[config.mk]
export PLATFORM = sky130hd
export DESIGN_NAME = conv3_op_fifo
export DESIGN_NICKNAME = d
export VERILOG_FILES = /design/src/hw/rtl/conv3_pkg.sv /design/src/hw/rtl/conv3_op_fifo.sv
export SDC_FILE = /design/constraint.sdc
export NUM_CORES = 1
export LEC_CHECK = 0
export ABC_CLOCK_PERIOD_IN_PS = 5100
export BUFFER_PORTS_ARGS = -buffer_cell sky130_fd_sc_hd__buf_4
export CORE_AREA = 2 2 101 103
export CTS_BUF_LIST = sky130_fd_sc_hd__clkbuf_8
export DETAILED_ROUTE_END_ITERATION = 7
export DIE_AREA = 0 0 103 105
export PLACE_DENSITY = 0.85
export SYNTH_ARGS = -nofsm -noshare
export SYNTH_HDL_FRONTEND = slang
export SYNTH_SLANG_ARGS = --single-unit
[constraint.sdc]
create_clock -name clk -period 5.1 [get_ports clk]
set_input_delay 0 -clock clk [delete_from_list [all_inputs] [get_ports clk]]
set_output_delay 0 -clock clk [all_outputs]
set_load 0.01 [all_outputs]
[src/hw/rtl/conv3_pkg.sv]
// shared types and constants of the 3x3 convolution core
package conv3_pkg;

	localparam int MAX_WIDTH  = 1024;
	localparam int MAX_HEIGHT = 1024;

	localparam int DIM_W   = 11;                          // frame size register width
	localparam int PIX_W   = 24;                          // three 8-bit channels
	localparam int KROW_W  = 24;                          // three signed 8-bit coefficients
	localparam int SHIFT_W = 3;
	localparam int XI_W    = $clog2(MAX_WIDTH);           // line store address
	localparam int COL_W   = $clog2(MAX_WIDTH);
	localparam int ROW_W   = $clog2(MAX_HEIGHT + 2);      // runs past the height while draining
	localparam int OROW_W  = $clog2(MAX_HEIGHT + 1);
	localparam int CMP_W   = 16;                          // common width for counter compares

	localparam int PROD_W  = 17;
	localparam int SUM_W   = 21;

	localparam int OPQ_DEPTH = 4;
	localparam int OPQ_AW    = $clog2(OPQ_DEPTH);
	localparam int OUT_DEPTH = 8;
	localparam int OUT_AW    = $clog2(OUT_DEPTH);

	localparam logic OPC_PIXEL = 1'b0;
	localparam logic OPC_DRAIN = 1'b1;

	typedef enum logic [2:0] {
		REG_WIDTH  = 3'd0,
		REG_HEIGHT = 3'd1,
		REG_KTOP   = 3'd2,
		REG_KMID   = 3'd3,
		REG_KBOT   = 3'd4,
		REG_SHIFT  = 3'd5
	} reg_idx_t;

	typedef logic [PIX_W-1:0] pix_t;

	typedef struct packed {
		logic [DIM_W-1:0]           width;
		logic [DIM_W-1:0]           height;
		logic [2:0][KROW_W-1:0]     kernel;  // [0] top, [1] middle, [2] bottom
		logic [SHIFT_W-1:0]         shift;
	} cfg_t;

	// one window step handed from the front to the back
	typedef struct packed {
		pix_t            pix;
		logic [XI_W-1:0] xi;
		logic            first;  // column zero: window restarts
		logic            emit;   // this step yields an output
		logic            top;    // output row is the first one
		logic            bot;    // output row is the last one
		logic            last;   // last output of the frame
	} op_t;

	typedef struct packed {
		logic last;
		pix_t pix;
	} out_t;

endpackage

[src/hw/rtl/conv3_op_fifo.sv]
// small queue of window steps between front and back
module conv3_op_fifo (
	input  logic            clk,
	input  logic            arst_n,
	input  logic            push,
	input  conv3_pkg::op_t  wdata,
	output logic            full,
	input  logic            pop,
	output logic            empty,
	output conv3_pkg::op_t  rdata
);

	conv3_pkg::op_t                  mem_q [conv3_pkg::OPQ_DEPTH];
	logic [conv3_pkg::OPQ_AW-1:0]    wr_ptr_q;
	logic [conv3_pkg::OPQ_AW-1:0]    rd_ptr_q;
	logic [conv3_pkg::OPQ_AW:0]      cnt_q;

	assign full  = (cnt_q == (conv3_pkg::OPQ_AW+1)'(conv3_pkg::OPQ_DEPTH));
	assign empty = (cnt_q == '0);
	assign rdata = mem_q[rd_ptr_q];

	always_ff @(posedge clk) begin
		if (push) begin
			mem_q[wr_ptr_q] <= wdata;
		end
	end

	always_ff @(posedge clk or negedge arst_n) begin
		if (!arst_n) begin
			wr_ptr_q <= '0;
			rd_ptr_q <= '0;
			cnt_q    <= '0;
		end else begin
			if (push) wr_ptr_q <= wr_ptr_q + 1'b1;
			if (pop)  rd_ptr_q <= rd_ptr_q + 1'b1;
			if (push && !pop)      cnt_q <= cnt_q + 1'b1;
			else if (pop && !push) cnt_q <= cnt_q - 1'b1;
		end
	end

endmodule

==> flow_summary.ini <==
[critical_path]
cp.arrival_ns = 2.54
critPathCaptureType = primary output
rrSetupSlack_ns = 3.13
rr_endpoint = mem_q[0][0]
critPathKind = register to primary output
critical_path_peak_fanout = 24
r2r_cells = 3
worstSetupStartpointType = register
rr_startpoint = wr_ptr_q[0]
required_ns = 5.10

[grt]
grt_use_total_pct = 21.03
antenna_found_initial = 1
grt_max_degree = 41
grt_pass1_wl_um = 16050
grt_pass1_vias = 3069
grt-ovfl-total = 0

[clock_tree]
clkTransAtPathRegs_ns = 0.09
htree_levels = 4
clock-sinks = 163
clockBufferDepth = 2
cts_resized = 0
cts_root_buffer = clkbuf_8
cts_buffers = 17
clk_latency_ns = 0.44
cts_tree = done

[power]
p_leak_nw = 2.637
peakVddDrop_mv = 0.2687
cellPowerDensity_nw_per_um2 = 525.7
p_total_mw = 3.975

[sta]
period_share_pct = 49.80
slew_headroom_pct = 28.31
slew_violations = 0
finalSetupViolations = 0
clock.fmax_mhz = 393.7
min_period_ns = 2.540
whs_ns = 0.2991
worstMarginPinSlew_ns = 1.075
fin_ws_ns = 2.560
fin_setup_tns_ns = 0
finalHoldViolCount = 0
skew_ns = 0.01520
rsz0062_at_grt = false

[yosys]
avgSynthCellArea_um2 = 25.50
syn-num-nets = 287
synth.distinct_cells = 19
ys_seq_area_share_pct = 80.08
syn_inst = 238
syn_area_um2 = 6068
ys.flop_type = edfxtp_1
synth-async-reset-ratio_pct = 4.294
synth_seq_cells = 163
synth_edf_count = 156
yosysWarnings = 0

[final_layout]
stdcell_count = 522
seqCellArea_um2 = 4862
finish.utilization_pct = 78.44
multi_input_area_um2 = 1087
fillers = 527
area_growth_pct = 24.60
final_cell_mix = edfxtp_1 (156), buf_4 (84), dlygate4sd3_1 (43)
nets = 424
drive_gt1_share_pct = 40.98
final_area_um2 = 7561
layout_commonest_cell = edfxtp_1

[floorplan]
initial_utilization_pct = 62.95
die_w_um = 103
ioPinCount = 84
die_h_um = 105
placementRows = 36
core-area_um2 = 9639
die_area_um2 = 10820

[placement]
hpwlAfterDp_um = 5795
place_congestion = 0.6797
port_buffers = 83
dp_slack_ns = 3.025
dp.cells = 446
dpl_cell_area_um2 = 6761

[detailed_routing]
drc_errors = 0
dr.pass1.iters = 5
viasPerCell = 5.423
first_iter_violations = 160
routed_wl_um = 10680
vias = 2831
drt.antenna.violating_nets = 0
wl_per_cell_um = 20.46

[min_path]
hold_path_class = input port to register
min_from = wdata[29]
hold_depth = 2
hold_end = mem_q[2][29]

[flow_run]
cap_viol_max_count = 0

[outcome]
status = finished, final reports clean
[how the worst max path moves through the flow]
stage / from / end / cells after the start
final: rd_ptr_q[0] / rdata[20] / 3
after global routing: rd_ptr_q[0] / rdata[20] / 3
after CTS: rd_ptr_q[0] / rdata[1] / 3
after detailed placement: rd_ptr_q[0] / rdata[1] / 3
after global placement: rd_ptr_q[0] / rdata[20] / 3
after floorplan: wr_ptr_q[0] / mem_q[2][0] / 3
[synthesized netlist by cell type (2+ instances only)]
master	instances	share of area, %
nand2_1	2	0.12
ha_1	5	1.0
edfxtp_1	156	77
inv_1	4	0.25
and2_1	4	0.41
mux4_2	38	14
xor2_1	4	0.58
dfrtp_1	7	2.9
buf_2	4	0.33
xnor2_1	2	0.29
buf_12	4	1.3
[routing by layer]
metal	vias to the layer above	wire length (um)	GRT usage [%]
met2	89	6005	35.16
met3	13	442	6.488
met1	1454	4054	25.99
met4	0	176	7.331
li1	1275	-	-
met5	-	0	0
[layout make-up]
| cell class | instances | share of cell area [%] |
|---|---|---|
| Clock buffer | 17 | 3.094 |
| Antenna cell | 1 | 0.03310 |
| Timing Repair Buffer | 127 | 14.03 |
| Tap cell | 133 | 2.201 |
| Inverter | 4 | 0.1986 |
| Multi-Input combinational cell | 62 | 14.38 |
| Sequential cell | 163 | 64.31 |
| Clock inverter | 15 | 1.754 |
[registers in the layout, summed over array words and instances, names as in the netlist]
signal,flops
wr_ptr_q,2
cnt_q,3
mem_q,156
rd_ptr_q,2
[critical path, cell delays in order (launching register included)]
cell and delay, ns:
dfrtp_2 0.75, buf_4 0.54, mux4_2 0.64, buf_4 0.18
[where the power goes]
group	internal [mW]	total, mW	switching, mW
registers	1.76	1.94	0.181
clock network	0.388	0.848	0.460
logic	0.654	1.19	0.531
total	2.80	3.97	1.17
[what timing repair did]
action                    in CTS  in global routing
hold buffers                  43                  0
hold endpoints to repair     167                  0
setup buffers                  0                  0
[cells by family after synthesis]
family,Yosys count,synth area share [%]
xor+xnor,6,0.8660
buf+inv,13,2.082
compound gates,1,0.08240
mux,40,14.72
simple gates,9,0.8040
fa+ha+maj,6,1.361
flops,163,80.08
(Power assumes the default switching activity.)
