## config.mk

```make
export PLATFORM = sky130hd
export DESIGN_NAME = conv3_front
export DESIGN_NICKNAME = d
export VERILOG_FILES = /design/src/hw/rtl/conv3_pkg.sv /design/src/hw/rtl/conv3_front.sv
export SDC_FILE = /design/constraint.sdc
export NUM_CORES = 1
export LEC_CHECK = 0
export BUFFER_PORTS_ARGS = -buffer_cell sky130_fd_sc_hd__buf_2
export CAP_MARGIN = 5
export CORE_MARGIN = 2
export CORE_UTILIZATION = 55
export CTS_CLUSTER_SIZE = 12
export DETAILED_ROUTE_END_ITERATION = 10
export PLACE_DENSITY_LB_ADDON = 0.2
export SYNTH_ARGS = -nofsm -noshare
export SYNTH_HDL_FRONTEND = slang
export SYNTH_SLANG_ARGS = --single-unit
```

## constraint.sdc

```tcl
create_clock -name clk -period 6.3 [get_ports clk]
set_clock_uncertainty 0.1 [all_clocks]
set_input_delay 0 -clock clk [delete_from_list [all_inputs] [get_ports clk]]
set_output_delay 0 -clock clk [all_outputs]
set_load 0.02 [all_outputs]
```

## src/hw/rtl/conv3_pkg.sv

```systemverilog
// shared types and constants of the 3x3 convolution core
package conv3_pkg;

	localparam int MAX_WIDTH  = 1024;
	localparam int MAX_HEIGHT = 1024;

	localparam int DIM_W   = 11;                          // frame size register width
	localparam int PIX_W   = 24;                          // three 8-bit channels
	localparam int KROW_W  = 24;                          // three signed 8-bit coefficients
	localparam int SHIFT_W = 3;
	localparam int XI_W    = $clog2(MAX_WIDTH);           // line store address
	localparam int COL_W   = $clog2(MAX_WIDTH);
	localparam int ROW_W   = $clog2(MAX_HEIGHT + 2);      // runs past the height while draining
	localparam int OROW_W  = $clog2(MAX_HEIGHT + 1);
	localparam int CMP_W   = 16;                          // common width for counter compares

	localparam int PROD_W  = 17;
	localparam int SUM_W   = 21;

	localparam int OPQ_DEPTH = 4;
	localparam int OPQ_AW    = $clog2(OPQ_DEPTH);
	localparam int OUT_DEPTH = 8;
	localparam int OUT_AW    = $clog2(OUT_DEPTH);

	localparam logic OPC_PIXEL = 1'b0;
	localparam logic OPC_DRAIN = 1'b1;

	typedef enum logic [2:0] {
		REG_WIDTH  = 3'd0,
		REG_HEIGHT = 3'd1,
		REG_KTOP   = 3'd2,
		REG_KMID   = 3'd3,
		REG_KBOT   = 3'd4,
		REG_SHIFT  = 3'd5
	} reg_idx_t;

	typedef logic [PIX_W-1:0] pix_t;

	typedef struct packed {
		logic [DIM_W-1:0]           width;
		logic [DIM_W-1:0]           height;
		logic [2:0][KROW_W-1:0]     kernel;  // [0] top, [1] middle, [2] bottom
		logic [SHIFT_W-1:0]         shift;
	} cfg_t;

	// one window step handed from the front to the back
	typedef struct packed {
		pix_t            pix;
		logic [XI_W-1:0] xi;
		logic            first;  // column zero: window restarts
		logic            emit;   // this step yields an output
		logic            top;    // output row is the first one
		logic            bot;    // output row is the last one
		logic            last;   // last output of the frame
	} op_t;

	typedef struct packed {
		logic last;
		pix_t pix;
	} out_t;

endpackage

```

## src/hw/rtl/conv3_front.sv

```systemverilog
// input side: position tracking, drain handling and step issue
module conv3_front (
	input  logic                    clk,
	input  logic                    arst_n,
	input  conv3_pkg::cfg_t         cfg,
	input  logic                    in_valid,
	output logic                    in_ready,
	input  logic                    in_opcode,
	input  conv3_pkg::pix_t         in_pix,
	input  logic                    op_full,
	output logic                    op_push,
	output conv3_pkg::op_t          op_data
);

	logic [conv3_pkg::COL_W-1:0]  col_q;
	logic [conv3_pkg::ROW_W-1:0]  row_q;
	logic [conv3_pkg::COL_W-1:0]  ocol_q;
	logic [conv3_pkg::OROW_W-1:0] orow_q;
	logic                         second_q;

	logic [conv3_pkg::DIM_W-1:0]  w_used, h_used;
	logic complete, pending, adv_emit, out_ok, col_wrap, ocol_wrap, last;
	logic in_xfer, is_pix, drain_go, clear_only;

	always_comb begin
		if (cfg.width == '0)
			w_used = conv3_pkg::DIM_W'(1);
		else if (cfg.width > conv3_pkg::DIM_W'(conv3_pkg::MAX_WIDTH))
			w_used = conv3_pkg::DIM_W'(conv3_pkg::MAX_WIDTH);
		else
			w_used = cfg.width;
		if (cfg.height == '0)
			h_used = conv3_pkg::DIM_W'(1);
		else if (cfg.height > conv3_pkg::DIM_W'(conv3_pkg::MAX_HEIGHT))
			h_used = conv3_pkg::DIM_W'(conv3_pkg::MAX_HEIGHT);
		else
			h_used = cfg.height;
	end

	assign complete  = conv3_pkg::CMP_W'(row_q) >= conv3_pkg::CMP_W'(h_used);
	assign pending   = conv3_pkg::CMP_W'(orow_q) < conv3_pkg::CMP_W'(h_used);
	assign adv_emit  = (row_q >= conv3_pkg::ROW_W'(2))
		|| (row_q == conv3_pkg::ROW_W'(1) && col_q != '0);
	assign out_ok    = adv_emit && pending;
	assign col_wrap  = conv3_pkg::CMP_W'(col_q) + 1'b1 >= conv3_pkg::CMP_W'(w_used);
	assign ocol_wrap = conv3_pkg::CMP_W'(ocol_q) + 1'b1 >= conv3_pkg::CMP_W'(w_used);
	assign last      = ocol_wrap
		&& (conv3_pkg::CMP_W'(orow_q) + 1'b1 >= conv3_pkg::CMP_W'(h_used));

	assign in_ready   = !second_q && !op_full;
	assign in_xfer    = in_valid && in_ready;
	assign is_pix     = (in_opcode == conv3_pkg::OPC_PIXEL) && !complete;
	assign drain_go   = !is_pix && complete && pending;
	assign clear_only = in_xfer && !is_pix && complete && !pending;

	assign op_push = (in_xfer && (is_pix || drain_go)) || (second_q && !op_full);

	always_comb begin
		op_data.pix   = (in_xfer && is_pix) ? in_pix : '0;
		op_data.xi    = conv3_pkg::XI_W'(col_q);
		op_data.first = (col_q == '0);
		op_data.emit  = out_ok;
		op_data.top   = (orow_q == '0);
		op_data.bot   = conv3_pkg::CMP_W'(orow_q) + 1'b1 == conv3_pkg::CMP_W'(h_used);
		op_data.last  = last;
	end

	always_ff @(posedge clk or negedge arst_n) begin
		if (!arst_n) begin
			col_q    <= '0;
			row_q    <= '0;
			ocol_q   <= '0;
			orow_q   <= '0;
			second_q <= 1'b0;
		end else begin
			if (op_push) begin
				if (out_ok && last) begin
					col_q  <= '0;
					row_q  <= '0;
					ocol_q <= '0;
					orow_q <= '0;
				end else begin
					if (col_wrap) begin
						col_q <= '0;
						row_q <= row_q + 1'b1;
					end else begin
						col_q <= col_q + 1'b1;
					end
					if (out_ok) begin
						if (ocol_wrap) begin
							ocol_q <= '0;
							orow_q <= orow_q + 1'b1;
						end else begin
							ocol_q <= ocol_q + 1'b1;
						end
					end
				end
			end else if (clear_only) begin
				col_q  <= '0;
				row_q  <= '0;
				ocol_q <= '0;
				orow_q <= '0;
			end
			// first drain step gave nothing: one more step before the next item
			if (in_xfer && drain_go && !out_ok) second_q <= 1'b1;
			else if (second_q && !op_full)      second_q <= 1'b0;
		end
	end

endmodule

```

==> results of run 1 <==
[worst reg2reg max path, cell delays in order (launching register included)]
cell       delay (ps)
dfrtp_1           420
ha_1              280
and3_1            310
and3_1            230
nand3_1           100
xnor2_1           260
ha_1              290
and3_1            200
nand3_1           110
a211o_1           110
o2111ai_1         220
nand3b_1          820
nand3_1           380
o311ai_1          320
[path summary, 6_finish.rpt]
path,startpoint,to,slack (ps)
max,orow_q[0],row_q[2],2040
min,in_valid,second_q,100
max reg2reg,orow_q[0],row_q[2],2040
min reg2reg,ocol_q[9],ocol_q[9],450
max in group asynchronous,arst_n,orow_q[5],5190
min in group asynchronous,arst_n,col_q[3],290
[power breakdown]
| group | switching (mW) | internal, mW |
|---|---|---|
| combinational | 0.357 | 0.241 |
| sequential | 0.0792 | 0.319 |
| clock | 0.106 | 0.0794 |
| total | 0.542 | 0.640 |
[layout by cell type (no fill, tap or decap), types with 11 or more instances in the layout]
master   netlist  layout
nand2_1       55      55
and3_1        13      13
a31oi_1       11      11
a21oi_1       14      14
and2_1        26      26
dfrtp_1       43      43
nand3_1       35      35
ha_1          63      63
xnor2_1       14      14
buf_2          7      91
inv_1         18      18
nor2_1        19      19
[registers in the layout, indices dropped and copies added, names as in the netlist]
signal,count
second_q,1
row_q,11
col_q,10
ocol_q,10
orow_q,11
[logic make-up (layout without fill, tap and decap cells)]
kind of cell	after synthesis	after routing	share of synthesized area, %
and+or+nand+nor	205	205	24.7
AOI/OAI and AO/OA	131	131	22.7
adders and majority gates	63	63	17.8
buffers and inverters	47	125	4.93
DFF	43	43	24.2
xor gates and xnor gates	23	23	4.54
muxes	5	5	1.13
[stage by stage]
stage | worst slack (ps) | instances | instance area [um2]
2_1_floorplan | 3180 | 517 | 4440
3_3_place_gp | 2160 | 687 | 4900
3_5_place_dp | 2050 | 687 | 4900
4_1_cts | 2020 | 697 | 5010
5_1_grt | 1710 | 697 | 5010
6_report | 2040 | 697 | 5010
[area by class of cell]
type                       instances  share of cell area (%)
clock inverter                     3                   0.474
sequential                        43                    21.5
timing repair buffer              95                    9.79
inverter                          22                    1.65
multi-input combinational        427                    62.7
tap                              102                    2.55
clock buffer                       5                    1.37
[metal layers]
| metal | share of wire, % | routed length [um] |
|---|---|---|
| met1 | 44 | 5010 |
| met2 | 48 | 5500 |
| met3 | 6.6 | 749 |
| met4 | 1.4 | 163 |
| met5 | 0 | 0 |
==> metrics.cfg, run 1 <==
[timing]
hold-worst-slack_ps=102
rsz0062_at_grt=false
setup_viol=0
worst_pin_slew_ps=995
drv_slew=0
fin_crit_ps=4260
slew-limit-headroom_pct=33.5
hold_viol=0
min_period_over_period_pct=67.7
tns_ps=0
fmax_mhz=235

[routing]
drt_iter0_drc=406
via_per_inst=6.12
drtAntennaViolNets=0
finalWirelength_um=11400
drtPass1Iterations=5
drc=0
wl_per_cell_um=16.4
via_count=4268

[synth]
synth_most_common_cell=ha_1
synth_edf_count=0
ys_top_cells_by_count=ha_1, nand2_1, dfrtp_1
synthesis.area_um2=4440
synth-main-ff-cell=dfrtp_1
syn_nets=706
ys_top_cells_by_area=dfrtp_1, ha_1, nand2_1, nand3_1, and2_1
async_reset_ff_share_pct=100
synth_cell_type_count=76
yosysSeqAreaShare_pct=24.2
synth_warnings=0
ys_ff_latch=43
synth_top_area_share_pct=24.2
synth_top_area_cell=dfrtp_1
netlist_instances=517
avgSynthCellArea_um2=8.58

[critical_path]
cp_top_family=simple AND/OR/NAND/NOR gates
cp_data_arrival_time_ps=4370
cp.required_ps=6400
crit_type=reg -> reg
crit_path_top_delay_cell=nand3b_1
start_kind=register
crit_fanout=22
crit_chain=ha_1 > and3_1 > and3_1 > nand3_1 > xnor2_1 > ha_1 > and3_1 > nand3_1 > a211o_1 > o2111ai_1 > nand3b_1 > nand3_1 > o311ai_1
r2r_cells=13
cp.buffers_inverters=0
end_kind=register
critical_path_depth=13
critPathMaxStageDelay_ps=820

[grt]
use_met2_pct=47.4
grt_util_met3_pct=3.29
grt_busiest_layer=met2
met1_usage_pct=35.6
grt_pass1_wl_um=19400
antenna_found_initial=0
grt_usage_pct=27.4
grt_max_degree=44
grt-ovfl-total=0
grt_pass1_vias=4088

[cts]
post_cts_resized=0
insertion_delay_ps=310
cts_buffer_depth=2
post_cts_buffers=0
clock-sinks=43
clock-root-buffer=clkbuf_8
clkTransAtPathRegs_ps=100
h-tree-depth=2
hold_buffers=2
tritoncts=built
cts_buffers=5

[run_status]
outcome=finished clean

[placed_design]
hpwl_um=8930
globalplace.congestion=0.849
portBuffers=91

[floorplanning]
core_area_um2=7770
die_area_um2=8800
rows=32
initial_core_util_pct=57.1
die_w_um=93.8
die_h_um=93.8
ios=167

[cells_and_area]
fill_cells=664
syn_to_final_growth_pct=12.9
register_area_um2=1080
fin_nets=783
drive_gt1_share_pct=20.3
multiInputGateArea_um2=3140
fin_util_pct=64.5
num_antenna_cells=0

[power_and_ir_drop]
pwr_density_cell_nw_per_um2=236
finalPower_mw=1.18
vdd_drop_max_mv=0.0881
leakage_nw=2.49

[job]
max-cap-violations=0

[hold_path]
hold_depth=4
min_path_type=in -> reg

(Power assumes the default switching activity.)
==> run 2: changes to the inputs <==
--- a/config.mk
+++ b/config.mk
@@ -8,7 +8,7 @@
 export BUFFER_PORTS_ARGS = -buffer_cell sky130_fd_sc_hd__buf_2
 export CAP_MARGIN = 5
 export CORE_MARGIN = 2
-export CORE_UTILIZATION = 55
+export CORE_UTILIZATION = 51
 export CTS_CLUSTER_SIZE = 12
 export DETAILED_ROUTE_END_ITERATION = 10
 export PLACE_DENSITY_LB_ADDON = 0.2
==> constraint.sdc (replaced) <==
create_clock -name clk -period 4.4 [get_ports clk]
set_clock_uncertainty 0.1 [all_clocks]
set_input_delay 0 -clock clk [delete_from_list [all_inputs] [get_ports clk]]
set_output_delay 0 -clock clk [all_outputs]
set_load 0.02 [all_outputs]
==> metrics.cfg, run 2 (synthesized netlist as in run 1, its figures left out) <==
[cts]
h-tree-depth=2  ; unchanged
clkTransAtPathRegs_ps=80  ; -20 ps
clock-sinks=43  ; unchanged
post_cts_resized=0  ; unchanged
clock-root-buffer=clkbuf_8
tritoncts=built
cts_buffer_depth=2  ; unchanged
insertion_delay_ps=310  ; about the same
cts_buffers=5  ; unchanged

[floorplanning]
die_h_um=97.3  ; +3.7%
initial_core_util_pct=51.6  ; -5.5 points
die_w_um=97.3  ; +3.7%
core_area_um2=8590  ; +11%
die_area_um2=9460  ; +7.5%
ios=167  ; unchanged
rows=34  ; +6.3%

[hold_path]
min_path_type=in -> reg
hold_end=second_q
hold_depth=4  ; unchanged
min_from=in_valid

[cells_and_area]
mostFrequentLayoutCell=buf_2
num_antenna_cells=0  ; unchanged
reg_top3=orow_q: 11 flops, row_q: 11 flops
final_cell_mix=buf_2, ha_1, nand2_1, dfrtp_1, nand3_1
syn_to_final_growth_pct=14.2
drive_gt1_share_pct=20.7  ; +0.40 points
fin_nets=786  ; +0.38%
instances_no_fill=706  ; +1.3%
design_area_um2=5070  ; +1.1%

[routing]
drtPass1Iterations=5  ; unchanged
via_per_inst=6.04  ; -1.4%
drt_iter0_drc=270  ; -33%
finalWirelength_um=11600  ; +1.7%
via_count=4262  ; -0.14%
drtAntennaViolNets=0  ; unchanged
drc=0  ; unchanged
wl_per_cell_um=16.5  ; +0.41%

[grt]
grt_usage_pct=24.8  ; -2.6 points
grt_pass1_wl_um=19600  ; +1.1%
grt_pass1_vias=4085  ; -0.073%
antenna_found_initial=0  ; unchanged
grt-ovfl-total=0  ; unchanged
grt_max_degree=44  ; unchanged

[timing]
drv_slew=0  ; unchanged
hold_viol=0  ; unchanged
setup_viol=0  ; unchanged
tns_ps=0  ; unchanged
rsz0062_at_grt=false
fmax_mhz=264  ; +12%
fin_crit_ps=3790  ; -473 ps
worst_pin_slew_ps=1000  ; +7.60 ps
slew-limit-headroom_pct=33.2  ; -0.31 points
min_period_over_period_pct=86.2  ; +18 points

[critical_path]
cp_data_arrival_time_ps=3890  ; -480 ps
crit_type=reg -> reg
start_kind=register
r2r-start=orow_q[0]
r2r-end=row_q[2]
end_kind=register
r2r_cells=14  ; +1
cp.required_ps=4500  ; -1900 ps
r2r_setup_slack_ps=610  ; -1430 ps
crit_fanout=10  ; -55%

[power_and_ir_drop]
vdd_drop_max_mv=0.144  ; +63%
pwr_density_cell_nw_per_um2=348  ; +48%
leakage_nw=2.52  ; +1.4%

[job]
max-cap-violations=0  ; unchanged

[placed_design]
post_dp_cell_area_um2=4930  ; +0.61%
portBuffers=91  ; unchanged
globalplace.congestion=0.862  ; +1.6%
hpwl_um=9200  ; +3.1%
dp_cells=696  ; +1.3%

[run_status]
outcome=finished clean

-- run 2: worst max-delay path by stage --
stage,start,end,slack [ps],cells after the start
3_5_place_dp,orow_q[1],row_q[1],660,14
5_1_grt,orow_q[1],row_q[2],280,14
3_3_place_gp,orow_q[0],row_q[2],680,14
4_1_cts,orow_q[0],row_q[2],610,14
2_1_floorplan,col_q[0],row_q[9],1280,13
6_report,orow_q[0],row_q[2],610,14
-- run 2: layer usage --
metal  track usage, %  part of all wire [%]
met3             2.73                   4.6
met4             7.80                   1.7
met1             33.9                    46
met5                0                     0
met2             41.3                    48
-- run 2: metrics by stage --
| step | power, mW | hold WS [ps] | setup slack, ps | util [%] |
|---|---|---|---|---|
| floorplan | 1.20 | -396 | 1280 | - |
| global route | 1.91 | 157 | 284 | 59.0 |
| global placement | 1.40 | 130 | 678 | 57.4 |
| detailed placement | 1.44 | 134 | 665 | 57.4 |
| CTS | 1.77 | 118 | 612 | 59.0 |
| finish | 1.76 | 121 | 609 | 59.0 |
-- run 2: worst max-delay path, stage by stage (launching register included) --
cell and delay (ps):
dfrtp_1 420, ha_1 270, and3_1 300, and3_1 230, nand3_1 100, xnor2_1 210, ha_1 270, and3_1 210
nand3_1 110, a211o_1 120, o2111ai_1 220, nand3b_1 320, buf_4 250, nand3_1 200, o311ai_1 340
-- run 2: what timing repair did --
item,CTS,global route
hold buffers,2,0
buffers inserted,0,0
endpoints found under the hold margin,44,0
-- run 2: cell type report --
cell class	instances	area [um2]
multi-input combinational	427	3140
fill	798	3530
clock inverter	2	35.0
clock buffer	6	82.6
tap	108	135
sequential	43	1080
inverter	22	82.6
timing repair buffer	98	513
-- run 2: where the power goes --
group          leakage (nW)  internal [mW]  total [mW]  switching (mW)
Clock                0.0612          0.184       0.333           0.149
Sequential            0.587          0.457       0.569           0.112
Combinational          1.87          0.347       0.864           0.517
